`src/hw/rtl/kmms_pkg.sv`:
```
package kmms_pkg;

  localparam int KEY_W = 10;
  localparam int LVL_W = 7;
  localparam int WT_W  = 7;
  localparam int SUM_W = 16;

  localparam logic [SUM_W-1:0] SUM_MAX = '1;
  localparam logic [KEY_W-1:0] KEY_LIMIT_RESET = 10'd412;

  // operation codes
  localparam logic [1:0] OP_ADD   = 2'd0;
  localparam logic [1:0] OP_EMIT  = 2'd1;
  localparam logic [1:0] OP_CLEAR = 2'd2;

  typedef struct packed {
    logic [KEY_W-1:0] key;
    logic [LVL_W-1:0] lo;
    logic [LVL_W-1:0] hi;
    logic [SUM_W-1:0] sum;
  } rec_t;

  typedef struct packed {
    logic start_pass;
    logic clear_prev;
    logic take_prev;
    logic data_valid;
  } rank_ctl_t;

endpackage

```
`src/hw/rtl/kmms_rank.sv`:
```
module kmms_rank #(
  parameter int IW = 5
) (
  input  logic                clk,
  input  logic                rst,
  input  kmms_pkg::rank_ctl_t ctl,
  input  kmms_pkg::rec_t      rd_rec,
  input  logic [IW-1:0]       rd_idx,
  output kmms_pkg::rec_t      best,
  output logic                have_best
);

  logic                       have_prev;
  logic [kmms_pkg::SUM_W-1:0] prev_sum;
  logic [IW-1:0]              prev_idx;
  logic [IW-1:0]              best_idx;
  logic                       qualify;
  logic                       better;

  // Order is weight descending, then index ascending. Each pass picks the
  // first record that follows the one emitted on the previous pass.
  always_comb begin
    qualify = !have_prev || (rd_rec.sum < prev_sum) ||
              ((rd_rec.sum == prev_sum) && (rd_idx > prev_idx));
    better  = !have_best || (rd_rec.sum > best.sum) ||
              ((rd_rec.sum == best.sum) && (rd_idx < best_idx));
  end

  always_ff @(posedge clk) begin
    if (rst) begin
      have_prev <= 1'b0;
      have_best <= 1'b0;
    end else begin
      if (ctl.clear_prev) begin
        have_prev <= 1'b0;
      end else if (ctl.take_prev) begin
        have_prev <= 1'b1;
        prev_sum  <= best.sum;
        prev_idx  <= best_idx;
      end
      if (ctl.start_pass) begin
        have_best <= 1'b0;
      end else if (ctl.data_valid && qualify && better) begin
        have_best <= 1'b1;
        best      <= rd_rec;
        best_idx  <= rd_idx;
      end
    end
  end

endmodule

```
`config.mk`:
```
export PLATFORM = sky130hd
export DESIGN_NAME = kmms_rank
export DESIGN_NICKNAME = d
export VERILOG_FILES = /design/src/hw/rtl/kmms_pkg.sv /design/src/hw/rtl/kmms_rank.sv
export SDC_FILE = /design/constraint.sdc
export NUM_CORES = 1
export LEC_CHECK = 0
export BUFFER_PORTS_ARGS = -buffer_cell sky130_fd_sc_hd__buf_2
export CAP_MARGIN = 20
export CORE_MARGIN = 2
export CORE_UTILIZATION = 28
export CTS_CLUSTER_DIAMETER = 30
export DETAILED_ROUTE_END_ITERATION = 10
export GPL_TIMING_DRIVEN = 0
export PLACE_DENSITY = 0.47
export SYNTH_ARGS = -nofsm -noshare
export SYNTH_HDL_FRONTEND = slang
export SYNTH_SLANG_ARGS = --single-unit
```
`constraint.sdc`:
```
create_clock -name clk -period 8.1 [get_ports clk]
set_input_delay 0.81 -clock clk [delete_from_list [all_inputs] [get_ports clk]]
set_output_delay 0.81 -clock clk [all_outputs]
set_load 0.1 [all_outputs]
```
# After elaboration in Yosys (flattened, before gate mapping)

Cells that the tools add are included.

Bits in registers: 68
Bits of input ports: 51

Magnitude comparators: 4
Equality and inequality tests: 2
Bitwise gates (word level): 3
Reduce and logical (&&, ||, !) cells: 14

Operator list:

| kind                        | number |
|---|---|
| 16-bit equality test        | 2 |
| 16-bit > comparator         | 1 |
| 16-bit less-than comparator | 1 |
| 3-bit AND reduction         | 2 |
| 5-bit > comparator          | 1 |
| 5-bit less-than comparator  | 1 |
| 1-bit logical AND           | 4 |
| 1-bit logical OR            | 4 |
| 2-bit OR reduction          | 2 |
| 1-bit inverter              | 3 |
| 1-bit logical NOT           | 2 |

# Depth between registers and ports, before layout

Gate-level depths: netlist of the first run.

Word-level depth: 6
Depth in mapped cells: 8

# Worst setup path after synthesis of the first run

OpenSTA, ideal clock, no wires.

Path type: register to register
Start: register best[1] (netlist name)
End: register best[0] (netlist name) (enable)
Library setup time: 0.486 ns
Data arrival time: 4.968 ns
Setup slack: 2.646 ns
Cell stages (with the launch flop): 9
Path buffers: 0
Clock period less this slack: 5.454 ns
Cell sequence: edfxtp_1 > inv_1 > ha_1 > nor2b_1 > o211ai_1 > a2111oi_0 > or4_1 > mux2i_1 > a2111oi_2

Cells in the longest elaborated chain, start to end: 5

RTL lines:

| what                                                        | line                             | source |
|---|---|---|
| start, declared                                             | kmms_rank.sv:9                   | `output kmms_pkg::rec_t best,` |
| start signal, assigned                                      | kmms_rank.sv:45                  | `best <= rd_rec;` |
| 16-bit > comparator or 16-bit equality test (tied branches) | kmms_rank.sv:25, kmms_rank.sv:26 |  |
| 1-bit logical OR or 1-bit logical AND (tied branches)       | kmms_rank.sv:25, kmms_rank.sv:26 |  |
| 1-bit logical OR (*)                                        | kmms_rank.sv:25                  | `better = !have_best \|\| (rd_rec.sum > best.sum) \|\|` |
| 1-bit logical AND (*)                                       | kmms_rank.sv:43                  | `end else if (ctl.data_valid && qualify && better) begin` |
| 3-bit AND reduction (no source line) (*)                    | n/a                              |  |

Mark *: on every way between the ends. The rest lies on a longest branch, timed or not.
A chain may end at the register's enable or synchronous reset.

# Worst setup path in the final report of the first run

Start: input port rd_rec[7] (netlist name)
End: register best[1] (netlist name) (enable)

Cells in the longest elaborated chain, start to end: 6

RTL lines:

| what                                                                | line                             | source |
|---|---|---|
| start, declared                                                     | kmms_rank.sv:7                   | `input kmms_pkg::rec_t rd_rec,` |
| 16-bit less-than comparator or 16-bit equality test (tied branches) | kmms_rank.sv:23, kmms_rank.sv:24 |  |
| 1-bit logical OR or 1-bit logical AND (tied branches)               | kmms_rank.sv:23, kmms_rank.sv:24 |  |
| 1-bit logical OR                                                    | kmms_rank.sv:23                  | `qualify = !have_prev \|\| (rd_rec.sum < prev_sum) \|\|` |
| 1-bit logical AND                                                   | kmms_rank.sv:43                  |  |
| 1-bit logical AND (*)                                               | kmms_rank.sv:43                  |  |
| 3-bit AND reduction (no source line) (*)                            | n/a                              |  |

Marked as above.

==> impl_metrics.env, run 1 <==
export IMPL_crit_path_start_kind="input pin"
export IMPL_cts_tree="built"
export IMPL_detail_route_vias_per_cell=4.32
export IMPL_finalWorstSetupSlack_ps=4620
export IMPL_gp_congestion=0.708
export IMPL_period_share_pct=43.0
export IMPL_reg2reg_depth=10
export IMPL_clock_path_buffers=2
export IMPL_antenna_left=0
export IMPL_io_pins=92
export IMPL_die_area_um2=11900
export IMPL_status="completed"
export IMPL_worst_path_max_fanout=13
export IMPL_grt_use_total_pct=11.0
export IMPL_clock_latency_ps=350
export IMPL_grt_start_max_net_pins=15
export IMPL_leakagePower_nw=1.75
export IMPL_grt_pass1_wl_um=9820
export IMPL_drt_wl_total_um=6100
export IMPL_dr_pass1_iters=4
export IMPL_synth_ff_type="edfxtp_1"
export IMPL_cts_buffers=9
export IMPL_setup_violations=0
export IMPL_worst_ep_arrival_time_ps=3540
export IMPL_antenna_found_initial=0
export IMPL_area_delta_synth_final_pct=29.1
export IMPL_cts_sinks=68
export IMPL_slew_viol_final=0
export IMPL_max_stage_delay_ps=830
export IMPL_synthCells=214
export IMPL_crit_type="in2reg"
export IMPL_synth_warnings=0
export IMPL_syn_avg_cell_area_um2=14.4
export IMPL_async_flop_share_pct=0
export IMPL_htree_num_levels=3
export IMPL_reg2reg_slack_ps=4860
export IMPL_drive_above_1_share_pct=35.1
export IMPL_core_rowCount=38
export IMPL_first_iter_violations=110
export IMPL_gr_total_overflow=0
export IMPL_holdPathEnd="prev_idx[0]"
export IMPL_die_h_um=109
export IMPL_synth_edff_count=66
export IMPL_vias=2010
export IMPL_fin_nets=412
export IMPL_synthesis_nets=306
export IMPL_hold_path_cell_count=0
export IMPL_final_core_utilization_pct=37.0
export IMPL_clkTransAtPathRegs_ps=80
export IMPL_tightestPinTransition_ps=920
export IMPL_drt_wirelength_per_cell_um=13.1
export IMPL_powerDensity_nw_per_um2=199
export IMPL_die_w_um=109
export IMPL_postCtsHoldBufs=0
export IMPL_cap_violations=0
export IMPL_worstPathCellList="buf_2 > ha_1 > a21oi_1 > o21ai_0 > a221o_1 > o31ai_2 > o21ai_1 > a2111oi_4 > buf_8 > buf_6"
export IMPL_synthesis_area_um2=3090
export IMPL_hold_viol_final=0
export IMPL_initial_core_util_pct=28.6
export IMPL_ys_ff_latch=68
export IMPL_period_needed_ps=3480
export IMPL_critPathBufInv=3
export IMPL_setup_tns_ps=0
export IMPL_ir_drop_mv=0.0980
export IMPL_register_area_um2=2020
export IMPL_critical_path_slowest_cell="a2111oi_4"
export IMPL_antenna_cells=0
export IMPL_ys_seq_area_share_pct=65.4
export IMPL_fin_total_pwr_w=0.000794
export IMPL_hp_class="reg2reg"
export IMPL_hpwl_um=4910
export IMPL_core_um2=10800
export IMPL_fillers=1054
export IMPL_grt_pass1_vias=2078
export IMPL_fin_skew_ps=13.0
export IMPL_required_ps=8160
export IMPL_post_cts_resized=0
export IMPL_clock_fmax_mhz=287
export IMPL_r2r_end="best[1]"
export IMPL_root_buffer="clkbuf_8"
export IMPL_synth_cell_type_count=28
export IMPL_dpl_worst_slack_ps=4140
export IMPL_endpoint_kind="register"
export IMPL_rr_startpoint="prev_sum[7]"
export IMPL_post_cts_setup_buffers=0
export IMPL_portBuffers=91
export IMPL_rsz0062_at_grt="no"
export IMPL_critPathTopFamily="compound AO/OA/AOI/OAI gates"
export IMPL_multi_input_area_um2=933
export IMPL_hold_path_startpoint="best_idx[0]"
export IMPL_maxSlewHeadroom_pct=38.4
export IMPL_remaining_drc_errors=0
-- cell type report --
| type | count | share of cell area (%) |
|---|---|---|
| Inverter | 41 | 3.85 |
| Tap cell | 140 | 4.39 |
| Timing Repair Buffer | 95 | 12.6 |
| Clock inverter | 7 | 2.01 |
| Multi-Input combinational cell | 105 | 23.4 |
| Sequential cell | 68 | 50.6 |
| Clock buffer | 9 | 3.10 |
-- metal layers --
layer  wire length, um  vias to the layer above  track usage, %
met5                 0                        -               0
met3               475                       12            4.00
met2              2860                       67            17.6
met4                95                        0            5.22
met1              2670                      923            13.3
li1                  -                     1008               -
-- worst max path at each step --
stage,cells past startpoint,to,from
after floorplan,8,best[0],best[1]
after global placement,8,best[37],rd_rec[7]
after detailed placement,10,best[6],rd_rec[7]
after CTS,10,best[7],rd_rec[7]
after global routing,10,best[23],rd_rec[7]
final,10,best[1],rd_rec[7]
-- cells by family (layout without fill, tap and decap cells) --
group | after synthesis | count (layout) | synth area share [%]
compound gates | 36 | 36 | 7.81
mux | 1 | 1 | 0.324
buf+inv | 41 | 152 | 4.98
simple gates | 27 | 27 | 4.90
flops | 68 | 68 | 65.4
fa+ha+maj | 41 | 41 | 16.6
-- metrics by stage --
stage | cell area (um2) | hold WS (ps) | std cells
6_report | 3990 | 454 | 465
3_5_place_dp | 3790 | 436 | 449
5_1_grt | 3990 | 468 | 465
4_1_cts | 3990 | 456 | 465
2_1_floorplan | 3090 | 426 | 214
3_3_place_gp | 3720 | 432 | 445
-- report_power, final --
part	leakage (nW)	internal [W]	total (W)	switching [W]
combinational	1.04	0.0000292	0.000103	0.0000736
sequential	0.621	0.000396	0.000400	0.00000377
clock	0.0973	0.000146	0.000291	0.000144
-- cells in the final DEF, fill, tap and decap left out, drive strengths merged --
master / instances
buf: 95
edfxtp: 66
inv: 45
ha: 41
a21oi: 14
clkbuf: 9
nand4: 8
a21o: 5
o21ai: 5
nand3: 4
a211oi: 4
nand2: 4
a2111oi: 3
nor2b: 2
o211ai: 2
nor4: 2
nor2: 2
clkinvlp: 2
dfxtp: 2
or4: 1
nand2b: 1
o21bai: 1
mux2i: 1
a221o: 1
o31ai: 1
nand3b: 1
nor3b: 1
nor3: 1
bufinv: 1
-- flip-flops by register name (all words and copies together), names as in the netlist --
| signal | count |
|---|---|
| prev_idx | 5 |
| best | 40 |
| best_idx | 5 |
| have_best | 1 |
| have_prev | 1 |
| prev_sum | 16 |
-- cells in the mapped netlist, types with 4 or more instances --
library cell | number | area share [%]
o21ai_0 | 4 | 0.65
nand3_1 | 4 | 0.65
ha_1 | 41 | 17
a21oi_1 | 14 | 2.3
inv_1 | 41 | 5.0
nand4_1 | 8 | 1.6
nand2_1 | 4 | 0.49
edfxtp_1 | 66 | 64
a211oi_1 | 4 | 0.97
a21o_1 | 5 | 1.2
(Power assumes the default switching activity.)
==> run 2: changes to the inputs <==
Settings changed: ABC_AREA from default to 1, PLACE_DENSITY 0.47 to 0.48.
Clock period 8.1 ns to 3.2 ns, I/O delays scaled along.
==> impl_metrics.env, run 2 <==
export IMPL_portBuffers=91
export IMPL_core_um2=11300
export IMPL_status="completed"
export IMPL_antenna_found_initial=0
export IMPL_die_h_um=111
export IMPL_crit_type="reg2reg"
export IMPL_antenna_cells=0
export IMPL_period_share_pct=80.8
export IMPL_worstPathCellList="inv_1 > ha_1 > nand2_1 > nor2_2 > nand4_1 > nor2_1 > inv_1 > nand2_1 > nand3_1 > nand2_1 > clkinvlp_4 > buf_12"
export IMPL_area_delta_synth_final_pct=30.7
export IMPL_first_iter_violations=56
export IMPL_worst_path_max_fanout=28
export IMPL_synth_commonest_cells="edfxtp_1 (66), inv_1 (58), nand2_1 (52), ha_1 (41), a21oi_1 (14)"
export IMPL_core_rowCount=39
export IMPL_post_cts_setup_buffers=0
export IMPL_grt_pass1_wl_um=10300
export IMPL_slew_viol_final=0
export IMPL_synth_cell_type_count=18
export IMPL_rsz0062_at_grt="no"
export IMPL_postCtsHoldBufs=0
export IMPL_reg2reg_slack_ps=610
export IMPL_async_flop_share_pct=0
export IMPL_maxSlewHeadroom_pct=61.9
export IMPL_final_core_utilization_pct=37.2
export IMPL_layout_common_cells="buf_2 (91), edfxtp_1 (66), inv_1 (57), nand2_1 (52), ha_1 (41)"
export IMPL_critPathBufInv=4
export IMPL_grt_pass1_vias=2158
export IMPL_crit_path_start_kind="register"
export IMPL_critPathTopFamily="buffers and inverters"
export IMPL_synthesis_nets=366
export IMPL_fin_nets=470
export IMPL_gr_total_overflow=0
export IMPL_cts_tree="built"
export IMPL_antenna_left=0
export IMPL_fillers=1136
export IMPL_htree_num_levels=3
export IMPL_synth_ff_type="edfxtp_1"
export IMPL_rr_startpoint="best[7]"
export IMPL_synth_top_area_share_pct=61.5
export IMPL_r2r_end="best[22]"
export IMPL_hold_viol_final=0
export IMPL_reg2reg_depth=12
export IMPL_ys_seq_area_share_pct=62.8
export IMPL_remaining_drc_errors=0
export IMPL_critical_path_slowest_cell="clkinvlp_4"
export IMPL_ys_ff_latch=68
export IMPL_die_w_um=111
export IMPL_grt_start_max_net_pins=46
export IMPL_reg_top3="best (40), prev_sum (16)"
export IMPL_multi_input_area_um2=965
export IMPL_holdWs_ps=165
export IMPL_synth_edff_count=66
export IMPL_yosys_top_cells_area="edfxtp_1 (62%), ha_1 (16%), inv_1 (6.8%)"
export IMPL_ir_drop_mv=0.220
export IMPL_detail_route_vias_per_cell=4.07
export IMPL_period_needed_ps=2590
export IMPL_hpwl_um=4740
export IMPL_yosysMostFrequentCell="edfxtp_1"
export IMPL_register_area_um2=2020
export IMPL_endpoint_kind="register"
export IMPL_crit_top_cell="nand2_1"
export IMPL_syn_avg_cell_area_um2=11.8
export IMPL_dr_pass1_iters=4
export IMPL_hold_path_startpoint="rd_rec[38]"
export IMPL_finalWorstSetupSlack_ps=613
export IMPL_setup_violations=0
export IMPL_drt_wl_total_um=6350
export IMPL_synth_warnings=0
export IMPL_post_cts_resized=0
export IMPL_holdPathEnd="best[38]"
export IMPL_clock_fmax_mhz=387
export IMPL_cts_buffers=9
export IMPL_root_buffer="clkbuf_16"
export IMPL_synthCells=274
export IMPL_dpl_worst_slack_ps=118
export IMPL_synthesis_area_um2=3220
export IMPL_hold_path_cell_count=1
export IMPL_initial_core_util_pct=28.4
export IMPL_gp_congestion=0.728
export IMPL_top_register="best"
export IMPL_powerDensity_nw_per_um2=555
export IMPL_die_area_um2=12400
export IMPL_final_common_cell="buf_2"
export IMPL_drive_above_1_share_pct=30.6
export IMPL_hp_class="in2reg"
export IMPL_clock_path_buffers=2
export IMPL_required_ps=3270
export IMPL_worst_ep_arrival_time_ps=2660
export IMPL_clkTransAtPathRegs_ps=60
export IMPL_setup_tns_ps=0
export IMPL_max_stage_delay_ps=410
export IMPL_io_pins=92
export IMPL_yosysTopAreaCell="edfxtp_1"
export IMPL_vias=2139
export IMPL_cap_violations=0
export IMPL_grt_use_total_pct=10.9
export IMPL_drt_wirelength_per_cell_um=12.1
export IMPL_largest_register_ffs=40
export IMPL_tightestPinTransition_ps=570
export IMPL_fin_skew_ps=6.50
export IMPL_leakagePower_nw=1.99
export IMPL_clock_latency_ps=330
export IMPL_cts_sinks=68
==> run 2: cell count changes after synthesis, moves of 2 or more <==
cell,previous run,this run
nor2_1,2,13
nand3_1,4,7
o211ai_1,2,0
clkinv_1,0,2
a21o_1,5,2
nand2_1,4,52
nand4_1,8,3
a211oi_1,4,0
nor4_1,2,0
inv_1,41,58
nor2b_1,2,0
inv_2,0,3
nor2_2,0,3
==> run 2: layer usage <==
metal | vias up | GRT usage [%] | wire [um]
met5 | - | 0 | 0
met4 | 0 | 4.94 | 83
met3 | 6 | 3.28 | 276
met2 | 47 | 18.0 | 3170
met1 | 966 | 13.2 | 2820
li1 | 1120 | - | -
==> run 2: final cells by class <==
cell class                      instances  share of cell area [%]
Clock buffer                            9                    5.35
Clock inverter                          6                    2.11
Inverter                               63                    5.71
Multi-Input combinational cell        143                    22.9
Sequential cell                        68                    48.0
Tap cell                              143                    4.25
Timing Repair Buffer                   93                    11.6
==> run 2: cell families (layout without fill, tap and decap cells) <==
kind of cell / count (synthesis) / after routing / synth area share, %
simple gates: 79 / 79 / 10.0
flops: 68 / 68 / 62.8
buf+inv: 63 / 171 / 7.34
fa+ha+maj: 41 / 41 / 15.9
compound gates: 23 / 23 / 3.92
==> run 2: worst max-delay path by stage <==
stage,cells past startpoint,startpoint,endpoint
floorplan,11,best[7],best[0]
global placement,11,rd_rec[7],best[32]
detailed placement,11,rd_rec[7],best[33]
CTS,11,best[7],best_idx[1]
global route,12,best[7],best[22]
finish,12,best[7],best[22]
==> run 2: where the power goes <==
group / internal (W) / switching [W] / leakage (nW)
logic: 0.0000739 / 0.000196 / 1.22
registers: 0.00101 / 0.00000984 / 0.621
clock network: 0.000679 / 0.000373 / 0.148
==> run 2: per-stage QoR <==
step	power (W)	cells	cell area, um2
6_report	0.00234	525	4210
3_3_place_gp	0.00130	508	3860
5_1_grt	0.00244	525	4210
2_1_floorplan	0.00122	274	3220
3_5_place_dp	0.00131	509	3880
4_1_cts	0.00238	524	4190
==> run 3: changes to the inputs <==
Settings changed: PLACE_DENSITY 0.48 to 0.46.
Clock period 3.2 ns to 2.4 ns, I/O delays scaled along.
==> impl_metrics.env, run 3 (same netlist as run 2, synthesis figures left out) <==
export IMPL_period_needed_ps=2200
export IMPL_antenna_cells=0
export IMPL_setup_violations=0
export IMPL_drt_wl_total_um=6570
export IMPL_holdWs_ps=87.4
export IMPL_cts_sinks=68
export IMPL_hold_viol_final=0
export IMPL_first_iter_violations=57
export IMPL_top_register="best"
export IMPL_root_buffer="clkbuf_16"
export IMPL_powerDensity_nw_per_um2=680
export IMPL_ir_drop_mv=0.324
export IMPL_fin_skew_ps=5.38
export IMPL_core_um2=11300
export IMPL_tightestPinTransition_ps=621
export IMPL_clock_latency_ps=330
export IMPL_hpwl_um=4720
export IMPL_grt_pass1_wl_um=10800
export IMPL_dr_pass1_iters=4
export IMPL_cts_tree="built"
export IMPL_initial_core_util_pct=28.4
export IMPL_final_core_utilization_pct=37.4
export IMPL_antenna_left=0
export IMPL_drive_above_1_share_pct=32.4
export IMPL_reg_top3="best (40), prev_sum (16)"
export IMPL_postCtsHoldBufs=0
export IMPL_hp_class="in2reg"
export IMPL_largest_register_ffs=40
export IMPL_clock_fmax_mhz=454
export IMPL_period_share_pct=91.8
export IMPL_die_area_um2=12400
export IMPL_worst_path_max_fanout=6
export IMPL_maxSlewHeadroom_pct=58.5
export IMPL_worstPathCellList="inv_1 > ha_1 > nand2_1 > nor2_2 > nand4_1 > nor2_2 > inv_1 > nand2_1 > nand3_1 > nand2_4 > clkinvlp_4 > buf_4"
export IMPL_grt_pass1_vias=2287
export IMPL_layout_common_cells="buf_2 (91), edfxtp_1 (66), inv_1 (57), nand2_1 (51), ha_1 (41)"
export IMPL_crit_type="reg2reg"
export IMPL_area_delta_synth_final_pct=31.5
export IMPL_critical_path_slowest_cell="edfxtp_1"
export IMPL_endpoint_kind="register"
export IMPL_htree_num_levels=3
export IMPL_fin_nets=479
export IMPL_grt_start_max_net_pins=13
export IMPL_clock_path_buffers=2
export IMPL_max_stage_delay_ps=400
export IMPL_drt_wirelength_per_cell_um=12.3
export IMPL_crit_path_start_kind="register"
export IMPL_final_common_cell="buf_2"
export IMPL_leakagePower_nw=2.01
export IMPL_die_w_um=111
export IMPL_rsz0062_at_grt="no"
export IMPL_detail_route_vias_per_cell=4.16
export IMPL_io_pins=92
export IMPL_status="completed"
export IMPL_vias=2227
export IMPL_die_h_um=111
export IMPL_worst_ep_arrival_time_ps=2280
export IMPL_cts_buffers=9
export IMPL_portBuffers=91
export IMPL_clkTransAtPathRegs_ps=50
export IMPL_slew_viol_final=0
export IMPL_cap_violations=0
export IMPL_remaining_drc_errors=0
export IMPL_required_ps=2480
export IMPL_core_rowCount=39
export IMPL_gr_total_overflow=0
export IMPL_gp_congestion=0.740
export IMPL_grt_use_total_pct=11.3
export IMPL_antenna_found_initial=1
run 3: changes by cell type in the layout (fill, tap and decap cells not counted), moves of 2 or more:
cell | before | now
clkinv_2 | 1 | 4
buf_4 | 0 | 6
clkinvlp_4 | 3 | 5
bufinv_16 | 2 | 0
run 3: path summary, 6_finish.rpt:
kind,from,end,slack (ps),cells after the start
worst min-delay path,rd_rec[28],best[28],90,1
worst max-delay path,best[4],best_idx[0],200,12
worst max register to register,best[4],best_idx[0],200,12
worst min register to register,best_idx[2],prev_idx[2],450,0
run 3: cell type report:
type	instances	area, um2
fill	1144	7090
sequential	68	2020
multi-input combinational	143	975
timing repair buffer	99	536
inverter	63	240
clock buffer	10	229
tap	143	179
clock inverter	6	31.3
timing repair inverter	3	22.5
run 3: worst max-delay path: cells and delay by family, from the launching register on:
| family | cells | cell delay [ps] |
|---|---|---|
| buf+inv | 4 | 400 |
| fa+ha+maj | 1 | 270 |
| flops | 1 | 400 |
| simple gates | 7 | 880 |
run 3: through the flow:
| step | setup WS (ps) | cells | instance area [um2] | power (W) | TNS, ps |
|---|---|---|---|---|---|
| 2_1_floorplan | -657 | 274 | 3220 | 0.00163 | -29540 |
| 3_3_place_gp | -582 | 508 | 3860 | 0.00173 | -29290 |
| 3_5_place_dp | -599 | 509 | 3880 | 0.00174 | -26750 |
| 4_1_cts | 80.7 | 535 | 4210 | 0.00293 | 0 |
| 5_1_grt | 11.8 | 535 | 4230 | 0.00301 | 0 |
| 6_report | 197 | 535 | 4230 | 0.00288 | 0 |
run 3: where the power goes:
part           total (W)  leakage [nW]  switching (W)  internal [W]
registers        0.00135         0.621      0.0000125       0.00134
clock network    0.00115         0.129       0.000465      0.000687
logic           0.000373          1.25       0.000268      0.000105
total            0.00288          2.01       0.000746       0.00213
run 3: routing by layer:
layer | GRT usage [%] | vias up | wire length [um]
met5 | 0 | - | 13
met4 | 3.70 | 2 | 60
li1 | - | 1136 | -
met1 | 14.2 | 1011 | 3030
met2 | 17.2 | 70 | 2890
met3 | 5.47 | 8 | 576
run 3: what timing repair did:
action                                  4_1_cts  5_1_grt
gates cloned                                  3        0
endpoints found under the setup margin       45       45
setup buffers                                 7        1
gates resized for setup                       4        2
